<file path="src/rtl/core/utf8d_pkg.sv">
// Shared types, codes and lead-byte classification for the UTF-8 decoder.
package utf8d_pkg;

   localparam int unsigned CP_WIDTH      = 21;
   localparam int unsigned KIND_WIDTH    = 2;
   localparam int unsigned SEQ_MAX       = 4;
   localparam int unsigned SEQ_IDX_WIDTH = $clog2(SEQ_MAX);
   localparam int unsigned REQ_DEPTH     = 2;
   localparam int unsigned REQ_PTR_WIDTH = $clog2(REQ_DEPTH);
   localparam int unsigned RSP_DEPTH     = 4;
   localparam int unsigned RSP_PTR_WIDTH = $clog2(RSP_DEPTH);

   localparam logic [KIND_WIDTH-1:0] KIND_CP  = 2'd0;
   localparam logic [KIND_WIDTH-1:0] KIND_ERR = 2'd1;
   localparam logic [KIND_WIDTH-1:0] KIND_END = 2'd2;

   // Request after classification in the front queue.
   typedef struct packed {
      logic [7:0] data;
      logic       is_zero;
      logic [2:0] len;
   } req_item_type;

   // One result headed for the response queue.
   typedef struct packed {
      logic [CP_WIDTH-1:0]   code_point;
      logic [KIND_WIDTH-1:0] kind;
      logic                  last_of_run;
   } rsp_item_type;

   // Sequence length of a lead byte, zero when it cannot start a sequence.
   function automatic logic [2:0] lead_len(input logic [7:0] b);
      logic [2:0] len;
      priority if (b[7] == 1'b0) begin
         len = 3'd1;
      end else if (b[7:5] == 3'b110) begin
         len = 3'd2;
      end else if (b[7:4] == 4'b1110) begin
         len = 3'd3;
      end else if (b[7:3] == 5'b11110) begin
         len = 3'd4;
      end else begin
         len = 3'd0;
      end
      return len;
   endfunction

endpackage

</file>
<file path="src/rtl/core/utf8d_front.sv">
// Front end: accepts request bytes, classifies them and queues them for the decoder.
module utf8d_front (
   input  logic                  clock,
   input  logic                  reset,
   input  logic [7:0]            req_data_byte,
   input  logic                  push,
   output logic                  full,
   output logic                  item_valid,
   output utf8d_pkg::req_item_type item,
   input  logic                  item_take
);

   utf8d_pkg::req_item_type             queue_ff [utf8d_pkg::REQ_DEPTH];
   logic [utf8d_pkg::REQ_PTR_WIDTH-1:0] wr_ptr_ff, wr_ptr_in;
   logic [utf8d_pkg::REQ_PTR_WIDTH-1:0] rd_ptr_ff, rd_ptr_in;
   logic [utf8d_pkg::REQ_PTR_WIDTH:0]   count_ff, count_in;
   logic                                do_push;
   logic                                do_take;
   utf8d_pkg::req_item_type             classified;

   assign full       = (count_ff == (utf8d_pkg::REQ_PTR_WIDTH+1)'(utf8d_pkg::REQ_DEPTH));
   assign item_valid = (count_ff != '0);
   assign item       = queue_ff[rd_ptr_ff];
   assign do_push    = push && !full;
   assign do_take    = item_take && item_valid;

   always_comb begin
      classified.data    = req_data_byte;
      classified.is_zero = (req_data_byte == 8'd0);
      classified.len     = utf8d_pkg::lead_len(req_data_byte);
   end

   always_comb begin
      wr_ptr_in = do_push ? wr_ptr_ff + 1'b1 : wr_ptr_ff;
      rd_ptr_in = do_take ? rd_ptr_ff + 1'b1 : rd_ptr_ff;
      count_in  = count_ff;
      if (do_push && !do_take) begin
         count_in = count_ff + (utf8d_pkg::REQ_PTR_WIDTH+1)'(1);
      end else if (do_take && !do_push) begin
         count_in = count_ff - (utf8d_pkg::REQ_PTR_WIDTH+1)'(1);
      end
   end

   always_ff @(posedge clock) begin
      if (reset) begin
         wr_ptr_ff <= '0;
         rd_ptr_ff <= '0;
         count_ff  <= '0;
      end else begin
         wr_ptr_ff <= wr_ptr_in;
         rd_ptr_ff <= rd_ptr_in;
         count_ff  <= count_in;
      end
   end

   always_ff @(posedge clock) begin
      if (do_push) begin
         queue_ff[wr_ptr_ff] <= classified;
      end
   end

endmodule

</file>
<file path="src/rtl/core/utf8d_back.sv">
// Back end: sequence buffer and decode step, one result per cycle while rsp_full is low.
module utf8d_back (
   input  logic                     clock,
   input  logic                     reset,
   input  logic                     item_valid,
   input  utf8d_pkg::req_item_type  item,
   output logic                     item_take,
   output logic                     rsp_push,
   output utf8d_pkg::rsp_item_type  rsp_item,
   input  logic                     rsp_full
);

   logic [7:0] buf_ff [utf8d_pkg::SEQ_MAX];
   logic [7:0] buf_in [utf8d_pkg::SEQ_MAX];
   logic [2:0] held_ff, held_in;
   logic       busy_ff, busy_in;

   logic [7:0] wbuf [utf8d_pkg::SEQ_MAX];
   logic [2:0] wheld;
   logic [2:0] len;
   logic       cont_ok;
   logic       complete;
   logic       emit;
   logic       good;
   logic [2:0] drop;
   logic [7:0] nbuf [utf8d_pkg::SEQ_MAX];
   logic [2:0] nheld;
   logic [2:0] nlen;
   logic       more;
   logic       go_new;
   logic       end_req;
   logic       active;
   logic       advance;
   logic [utf8d_pkg::CP_WIDTH-1:0] cp;

   assign go_new  = !busy_ff && item_valid;
   assign end_req = go_new && item.is_zero;
   assign active  = busy_ff || (go_new && !item.is_zero);

   // Working view: the held bytes, with the new byte appended when starting.
   always_comb begin
      for (int i = 0; i < utf8d_pkg::SEQ_MAX; i++) begin
         wbuf[i] = (!busy_ff && (utf8d_pkg::SEQ_IDX_WIDTH'(i) ==
                    held_ff[utf8d_pkg::SEQ_IDX_WIDTH-1:0])) ? item.data : buf_ff[i];
      end
      wheld = busy_ff ? held_ff : held_ff + 3'd1;
   end

   always_comb begin
      len = (!busy_ff && held_ff == 3'd0) ? item.len : utf8d_pkg::lead_len(wbuf[0]);
      cont_ok = 1'b1;
      for (int i = 1; i < utf8d_pkg::SEQ_MAX; i++) begin
         if ((3'(i) < len) && (wbuf[i][7:6] != 2'b10)) begin
            cont_ok = 1'b0;
         end
      end
      complete = (len != 3'd0) && (wheld >= len);
      emit     = (len == 3'd0) || complete;
      good     = complete && cont_ok;
      drop     = good ? len : 3'd1;
   end

   always_comb begin
      unique case (len)
         3'd2:    cp = {10'd0, wbuf[0][4:0], wbuf[1][5:0]};
         3'd3:    cp = {5'd0, wbuf[0][3:0], wbuf[1][5:0], wbuf[2][5:0]};
         3'd4:    cp = {wbuf[0][2:0], wbuf[1][5:0], wbuf[2][5:0], wbuf[3][5:0]};
         default: cp = {13'd0, wbuf[0]};
      endcase
   end

   // Shift out the consumed bytes and look ahead at the next lead.
   always_comb begin
      logic [3:0] src;
      for (int i = 0; i < utf8d_pkg::SEQ_MAX; i++) begin
         src = 4'(i) + {1'b0, drop};
         if (!emit) begin
            nbuf[i] = wbuf[i];
         end else if (src < 4'(utf8d_pkg::SEQ_MAX)) begin
            nbuf[i] = wbuf[src[utf8d_pkg::SEQ_IDX_WIDTH-1:0]];
         end else begin
            nbuf[i] = wbuf[i];
         end
      end
      nheld = emit ? wheld - drop : wheld;
      nlen  = utf8d_pkg::lead_len(nbuf[0]);
      more  = emit && (nheld != 3'd0) && !((nlen != 3'd0) && (nheld < nlen));
   end

   always_comb begin
      advance   = 1'b0;
      rsp_push  = 1'b0;
      item_take = 1'b0;
      rsp_item.code_point  = '0;
      rsp_item.kind        = utf8d_pkg::KIND_CP;
      rsp_item.last_of_run = 1'b0;
      busy_in   = busy_ff;
      held_in   = held_ff;
      for (int i = 0; i < utf8d_pkg::SEQ_MAX; i++) begin
         buf_in[i] = buf_ff[i];
      end
      priority if (end_req) begin
         // End of string: drop any partial sequence.
         rsp_item.kind        = utf8d_pkg::KIND_END;
         rsp_item.last_of_run = 1'b1;
         if (!rsp_full) begin
            rsp_push  = 1'b1;
            item_take = 1'b1;
            held_in   = 3'd0;
         end
      end else if (active) begin
         rsp_item.code_point  = good ? cp : '0;
         rsp_item.kind        = good ? utf8d_pkg::KIND_CP : utf8d_pkg::KIND_ERR;
         rsp_item.last_of_run = !more;
         advance = !emit || !rsp_full;
         if (advance) begin
            rsp_push  = emit;
            item_take = go_new;
            busy_in   = more;
            held_in   = nheld;
            for (int i = 0; i < utf8d_pkg::SEQ_MAX; i++) begin
               buf_in[i] = nbuf[i];
            end
         end
      end else begin
         // idle, hold
      end
   end

   always_ff @(posedge clock) begin
      if (reset) begin
         held_ff <= 3'd0;
         busy_ff <= 1'b0;
      end else begin
         held_ff <= held_in;
         busy_ff <= busy_in;
      end
   end

   always_ff @(posedge clock) begin
      for (int i = 0; i < utf8d_pkg::SEQ_MAX; i++) begin
         buf_ff[i] <= buf_in[i];
      end
   end

endmodule

</file>
<file path="src/rtl/core/utf8d_rsp_fifo.sv">
// Response queue between the decode step and the result ports.
module utf8d_rsp_fifo (
   input  logic                    clock,
   input  logic                    reset,
   input  logic                    wr_en,
   input  utf8d_pkg::rsp_item_type wr_item,
   output logic                    wr_full,
   output logic                    empty,
   output utf8d_pkg::rsp_item_type rd_item,
   input  logic                    pop
);

   utf8d_pkg::rsp_item_type             queue_ff [utf8d_pkg::RSP_DEPTH];
   logic [utf8d_pkg::RSP_PTR_WIDTH-1:0] wr_ptr_ff, wr_ptr_in;
   logic [utf8d_pkg::RSP_PTR_WIDTH-1:0] rd_ptr_ff, rd_ptr_in;
   logic [utf8d_pkg::RSP_PTR_WIDTH:0]   count_ff, count_in;
   logic                                do_push;
   logic                                do_pop;

   assign wr_full = (count_ff == (utf8d_pkg::RSP_PTR_WIDTH+1)'(utf8d_pkg::RSP_DEPTH));
   assign empty   = (count_ff == '0);
   assign rd_item = queue_ff[rd_ptr_ff];
   assign do_push = wr_en && !wr_full;
   assign do_pop  = pop && !empty;

   always_comb begin
      wr_ptr_in = do_push ? wr_ptr_ff + utf8d_pkg::RSP_PTR_WIDTH'(1) : wr_ptr_ff;
      rd_ptr_in = do_pop ? rd_ptr_ff + utf8d_pkg::RSP_PTR_WIDTH'(1) : rd_ptr_ff;
      count_in  = count_ff;
      if (do_push && !do_pop) begin
         count_in = count_ff + (utf8d_pkg::RSP_PTR_WIDTH+1)'(1);
      end else if (do_pop && !do_push) begin
         count_in = count_ff - (utf8d_pkg::RSP_PTR_WIDTH+1)'(1);
      end
   end

   always_ff @(posedge clock) begin
      if (reset) begin
         wr_ptr_ff <= '0;
         rd_ptr_ff <= '0;
         count_ff  <= '0;
      end else begin
         wr_ptr_ff <= wr_ptr_in;
         rd_ptr_ff <= rd_ptr_in;
         count_ff  <= count_in;
      end
   end

   always_ff @(posedge clock) begin
      if (do_push) begin
         queue_ff[wr_ptr_ff] <= wr_item;
      end
   end

endmodule

</file>
<file path="src/rtl/core/utf8_byte_stream_decoder_core.sv">
// UTF-8 byte stream decoder: top level joining front queue, decoder and response queue.
//
// Request side: drive req_data_byte and raise push; a byte is taken at a clock
// edge where push is high and full is low. A zero byte ends the string.
// Response side: while empty is low the oldest result sits on rsp_code_point,
// rsp_kind and rsp_last_of_run; raise pop to take it. rsp_last_of_run marks the
// final result caused by one request; a request that only starts or extends a
// partial sequence gives no result at all.
// Path: the front queue registers a request byte; the decode step then writes its
// first result into the response queue, which registers it onto the response
// ports, from where it can be popped.
// Throughput: one byte per cycle while each byte gives at most one result and the
// response queue has room. The decode step writes one result per cycle, so a byte
// giving more results (a bad continuation forcing the held bytes to be rerun as
// leads) holds the decoder until the last is written; up to four come from one byte.
// Stall: when the receiver stops popping, the four-entry response queue fills,
// then the decoder holds, then the two-entry front queue fills and full rises.
// Reset (synchronous, active high) empties both queues and drops any partial
// sequence.
module utf8_byte_stream_decoder_core (
   input  logic        clock,
   input  logic        reset,
   input  logic [7:0]  req_data_byte,
   input  logic        push,
   output logic        full,
   output logic [20:0] rsp_code_point,
   output logic [1:0]  rsp_kind,
   output logic        rsp_last_of_run,
   output logic        empty,
   input  logic        pop
);

   logic                    item_valid;
   utf8d_pkg::req_item_type item;
   logic                    item_take;
   logic                    rsp_push;
   utf8d_pkg::rsp_item_type rsp_wr_item;
   logic                    rsp_full;
   utf8d_pkg::rsp_item_type rsp_rd_item;

   utf8d_front u_front (
      .clock         (clock),
      .reset         (reset),
      .req_data_byte (req_data_byte),
      .push          (push),
      .full          (full),
      .item_valid    (item_valid),
      .item          (item),
      .item_take     (item_take)
   );

   utf8d_back u_back (
      .clock      (clock),
      .reset      (reset),
      .item_valid (item_valid),
      .item       (item),
      .item_take  (item_take),
      .rsp_push   (rsp_push),
      .rsp_item   (rsp_wr_item),
      .rsp_full   (rsp_full)
   );

   utf8d_rsp_fifo u_rsp_fifo (
      .clock   (clock),
      .reset   (reset),
      .wr_en   (rsp_push),
      .wr_item (rsp_wr_item),
      .wr_full (rsp_full),
      .empty   (empty),
      .rd_item (rsp_rd_item),
      .pop     (pop)
   );

   assign rsp_code_point  = rsp_rd_item.code_point;
   assign rsp_kind        = rsp_rd_item.kind;
   assign rsp_last_of_run = rsp_rd_item.last_of_run;

endmodule
</file>
<file path="config.mk">
export PLATFORM = sky130hd
export DESIGN_NAME = utf8_byte_stream_decoder_core
export DESIGN_NICKNAME = d
export VERILOG_FILES = /design/src/rtl/core/utf8d_pkg.sv /design/src/rtl/core/utf8d_front.sv /design/src/rtl/core/utf8d_back.sv /design/src/rtl/core/utf8d_rsp_fifo.sv /design/src/rtl/core/utf8_byte_stream_decoder_core.sv
export SDC_FILE = /design/constraint.sdc
export NUM_CORES = 1
export LEC_CHECK = 0
export BUFFER_PORTS_ARGS = -buffer_cell sky130_fd_sc_hd__buf_2
export CORE_MARGIN = 3
export CORE_UTILIZATION = 45
export DETAILED_ROUTE_END_ITERATION = 16
export PLACE_DENSITY_LB_ADDON = 0.12
export SYNTH_ARGS = -nofsm -noshare
export SYNTH_HDL_FRONTEND = slang
export SYNTH_SLANG_ARGS = --single-unit
</file>
<file path="constraint.sdc">
create_clock -name clock -period 14.1 [get_ports clock]
set_clock_uncertainty 0.15 [all_clocks]
set_input_delay 1.41 -clock clock [delete_from_list [all_inputs] [get_ports clock]]
set_output_delay 1.41 -clock clock [all_outputs]
set_load 0.1 [all_outputs]
</file>
==> impl_metrics.json <==
{
  "ios": 38,
  "clkTransAtPathRegs_ns": 0.07,
  "regToRegSetupSlack_ns": 7.02,
  "grt_max_degree": 39,
  "yosysTopAreaCellShare_pct": 51.8,
  "maxSlewViolCount": 0,
  "rsz0062_at_grt": "false",
  "first_pass_iters": 6,
  "hold_buffers": 0,
  "seq_area_um2": 4920,
  "drt-wirelength-per-cell_um": 21.7,
  "ctsHtreeMaxLevel": 4,
  "dieArea_um2": 21300,
  "diodes": 0,
  "vias_per_cell": 5.95,
  "synth.avg_cell_area_um2": 12.2,
  "cts_sinks": 170,
  "final_cell_mix": "edfxtp_1, nor2_1, nand2_1, a21oi_1, o21ai_0",
  "drc": 0,
  "finalSetupViolCount": 0,
  "die_height_um": 146,
  "synth-seq-cells": 170,
  "async_reset_ff_share_pct": 0,
  "status": "finished, final reports clean",
  "synth_xor_area_share_pct": 1.39,
  "fill_cells": 1644,
  "synth_compound_area_share_pct": 12.5,
  "clkLatencyLatePin_ns": 0.43,
  "worst_pin_slew_ns": 1.31,
  "antenna_found_initial": 0,
  "hold_class": "reg2reg",
  "syn_nets": 754,
  "grt_usage_pct": 21.1,
  "ys.flop_type": "edfxtp_1",
  "core_um2": 19000,
  "hold_viol_final": 0,
  "synth_area_leaders": "edfxtp_1, mux4_2, dfxtp_1",
  "layout-drive-gt1-share_pct": 18.6,
  "io_buffer_count": 37,
  "endpoint": "u_rsp_fifo.queue_ff[2][0]$_DFFE_PP_",
  "post_cts_buffers": 0,
  "ys_seq_area_share_pct": 55.9,
  "max_slew_margin_pct": 12.1,
  "worstSetupStartpointType": "flop",
  "multi_input_area_um2": 3600,
  "max_freq_mhz": 141,
  "synth_top_cell_by_area": "edfxtp_1",
  "synth.area.mux_share_pct": 12.8,
  "grt_pass1_vias": 6009,
  "cp.arrival_ns": 7.16,
  "layout_commonest_cell": "edfxtp_1",
  "worst-setup-path-type": "reg2reg",
  "critPathMaxFanout": 23,
  "post-route-period-util_pct": 50.2,
  "cts_buffers": 17,
  "reg2reg_depth": 18,
  "drtIter0Drc": 533,
  "hpwlAfterDp_mm": 15.7,
  "area_growth_pct": 12.1,
  "initial_core_util_pct": 46.5,
  "rows": 50,
  "syn_inst": 722,
  "overflow": 0,
  "root_buffer": "clkbuf_16",
  "tritoncts": "done",
  "synth_simple_gate_area_share_pct": 11.1,
  "cts_resized": 0,
  "critPathCaptureType": "flop",
  "maxCapViolations": 0,
  "reg2reg_to": "u_rsp_fifo.queue_ff[2][0]$_DFFE_PP_",
  "synth_top_family_by_area": "multiplexers",
  "synth.distinct_cells": 75,
  "fin_nets": 788,
  "ys_warn_count": 0,
  "final.setup.tns_ns": 0,
  "gp_congestion": 0.944,
  "period_needed_ns": 7.08,
  "fp.dieW_um": 146,
  "wirelength_mm": 22.4,
  "syn_area_um2": 8810,
  "synthAdderAreaFrac_pct": 3.01,
  "via_count": 6118,
  "synth_edf_count": 152,
  "grt_pass1_wl_mm": 34.7,
  "cp.required_ns": 14.18,
  "clockBufferDepth": 2,
  "drtAntennaViolNets": 0
}
sequential cells by signal, summed over array words and instances (netlist names), named ones only:
| register | flops |
|---|---|
| u_rsp_fifo.rd_ptr_ff | 2 |
| u_rsp_fifo.count_ff | 3 |
| u_front.count_ff | 2 |
| u_rsp_fifo.queue_ff | 96 |
| u_front.rd_ptr_ff | 1 |
| u_front.queue_ff | 24 |
| u_back.busy_ff | 1 |
| u_rsp_fifo.wr_ptr_ff | 2 |
| u_back.held_ff | 3 |
| u_back.buf_ff | 32 |
| u_front.wr_ptr_ff | 1 |
Yosys cell counts (6+ instances only):
master / n
a21oi_1: 46
a22oi_1: 6
a31oi_1: 10
buf_2: 6
buf_6: 6
clkbuf_1: 21
dfxtp_1: 18
edfxtp_1: 152
ha_1: 18
inv_1: 20
mux2_2: 11
mux2i_1: 33
mux4_2: 24
nand2_1: 48
nand2b_1: 10
nand3_1: 13
nor2_1: 96
nor3_1: 8
o21a_1: 6
o21ai_0: 39
o21ai_1: 6
o22ai_1: 11
or3_1: 7
xor2_1: 11
worst min-delay path by stage:
stage	depth (start not counted)	to	startpoint	slack [ns]
6_report	2	u_front.rd_ptr_ff$_SDFFE_PP0P_	u_front.rd_ptr_ff$_SDFFE_PP0P_	0.36
5_1_grt	2	u_front.count_ff[1]$_SDFFE_PP0P_	u_front.count_ff[1]$_SDFFE_PP0P_	0.40
4_1_cts	2	u_front.count_ff[1]$_SDFFE_PP0P_	u_front.count_ff[1]$_SDFFE_PP0P_	0.36
3_5_place_dp	2	u_front.rd_ptr_ff$_SDFFE_PP0P_	u_front.rd_ptr_ff$_SDFFE_PP0P_	0.35
3_3_place_gp	2	u_front.count_ff[1]$_SDFFE_PP0P_	u_front.count_ff[1]$_SDFFE_PP0P_	0.33
2_1_floorplan	2	u_rsp_fifo.count_ff[2]$_SDFFE_PP0P_	u_rsp_fifo.count_ff[2]$_SDFFE_PP0P_	0.32
area by class of cell:
| cell class | count | area share (%) |
|---|---|---|
| Sequential cell | 170 | 49.8 |
| Multi-Input combinational cell | 490 | 36.4 |
| Clock buffer | 17 | 4.31 |
| Tap cell | 260 | 3.29 |
| Timing Repair Buffer | 54 | 3.17 |
| Clock inverter | 15 | 2.08 |
| Inverter | 23 | 0.874 |
through the flow:
| step | cell area (µm²) | hold slack, ns | util (%) | std cells | setup WS, ns |
|---|---|---|---|---|---|
| after floorplan | 8810 | 0.321 | - | 722 | 8.15 |
| after global placement | 9250 | 0.332 | 48.8 | 997 | 7.30 |
| after detailed placement | 9250 | 0.346 | 48.8 | 997 | 7.12 |
| after CTS | 9880 | 0.363 | 52.1 | 1029 | 7.07 |
| after global routing | 9880 | 0.400 | 52.1 | 1029 | 6.53 |
| final | 9880 | 0.360 | 52.1 | 1029 | 7.02 |
layer usage:
layer  global-route usage (%)  up-vias  share of wire [%]
met3                     4.52       40                6.7
met2                     33.3      265                 46
met1                     29.6     3014                 45
li1                         -     2799                  -
met5                        0        -                  0
met4                     6.13        0                2.1
critical path: stages, from the launching register on:
cell,delay (ns)
dfxtp_1,0.84
nor2b_1,0.18
a2111oi_4,0.48
nor2_2,0.14
nor2_2,0.61
inv_2,0.36
ha_1,0.38
nand2b_1,0.14
a21o_1,0.18
a21oi_1,0.52
o41a_1,0.60
o21bai_1,0.52
o21ai_0,0.31
nand4bb_1,0.28
ha_1,0.35
a21oi_1,0.20
o21ai_0,0.13
o211a_1,0.29
o21bai_1,0.23
cells by family after synthesis:
family          Yosys count
fa+ha+maj                20
simple gates            211
buf+inv                  62
compound gates          168
mux                      77
flops                   170
xor+xnor                 14
Power is not shown: default switching activity piles up to over one toggle a cycle in this logic, so the estimate is an artifact.
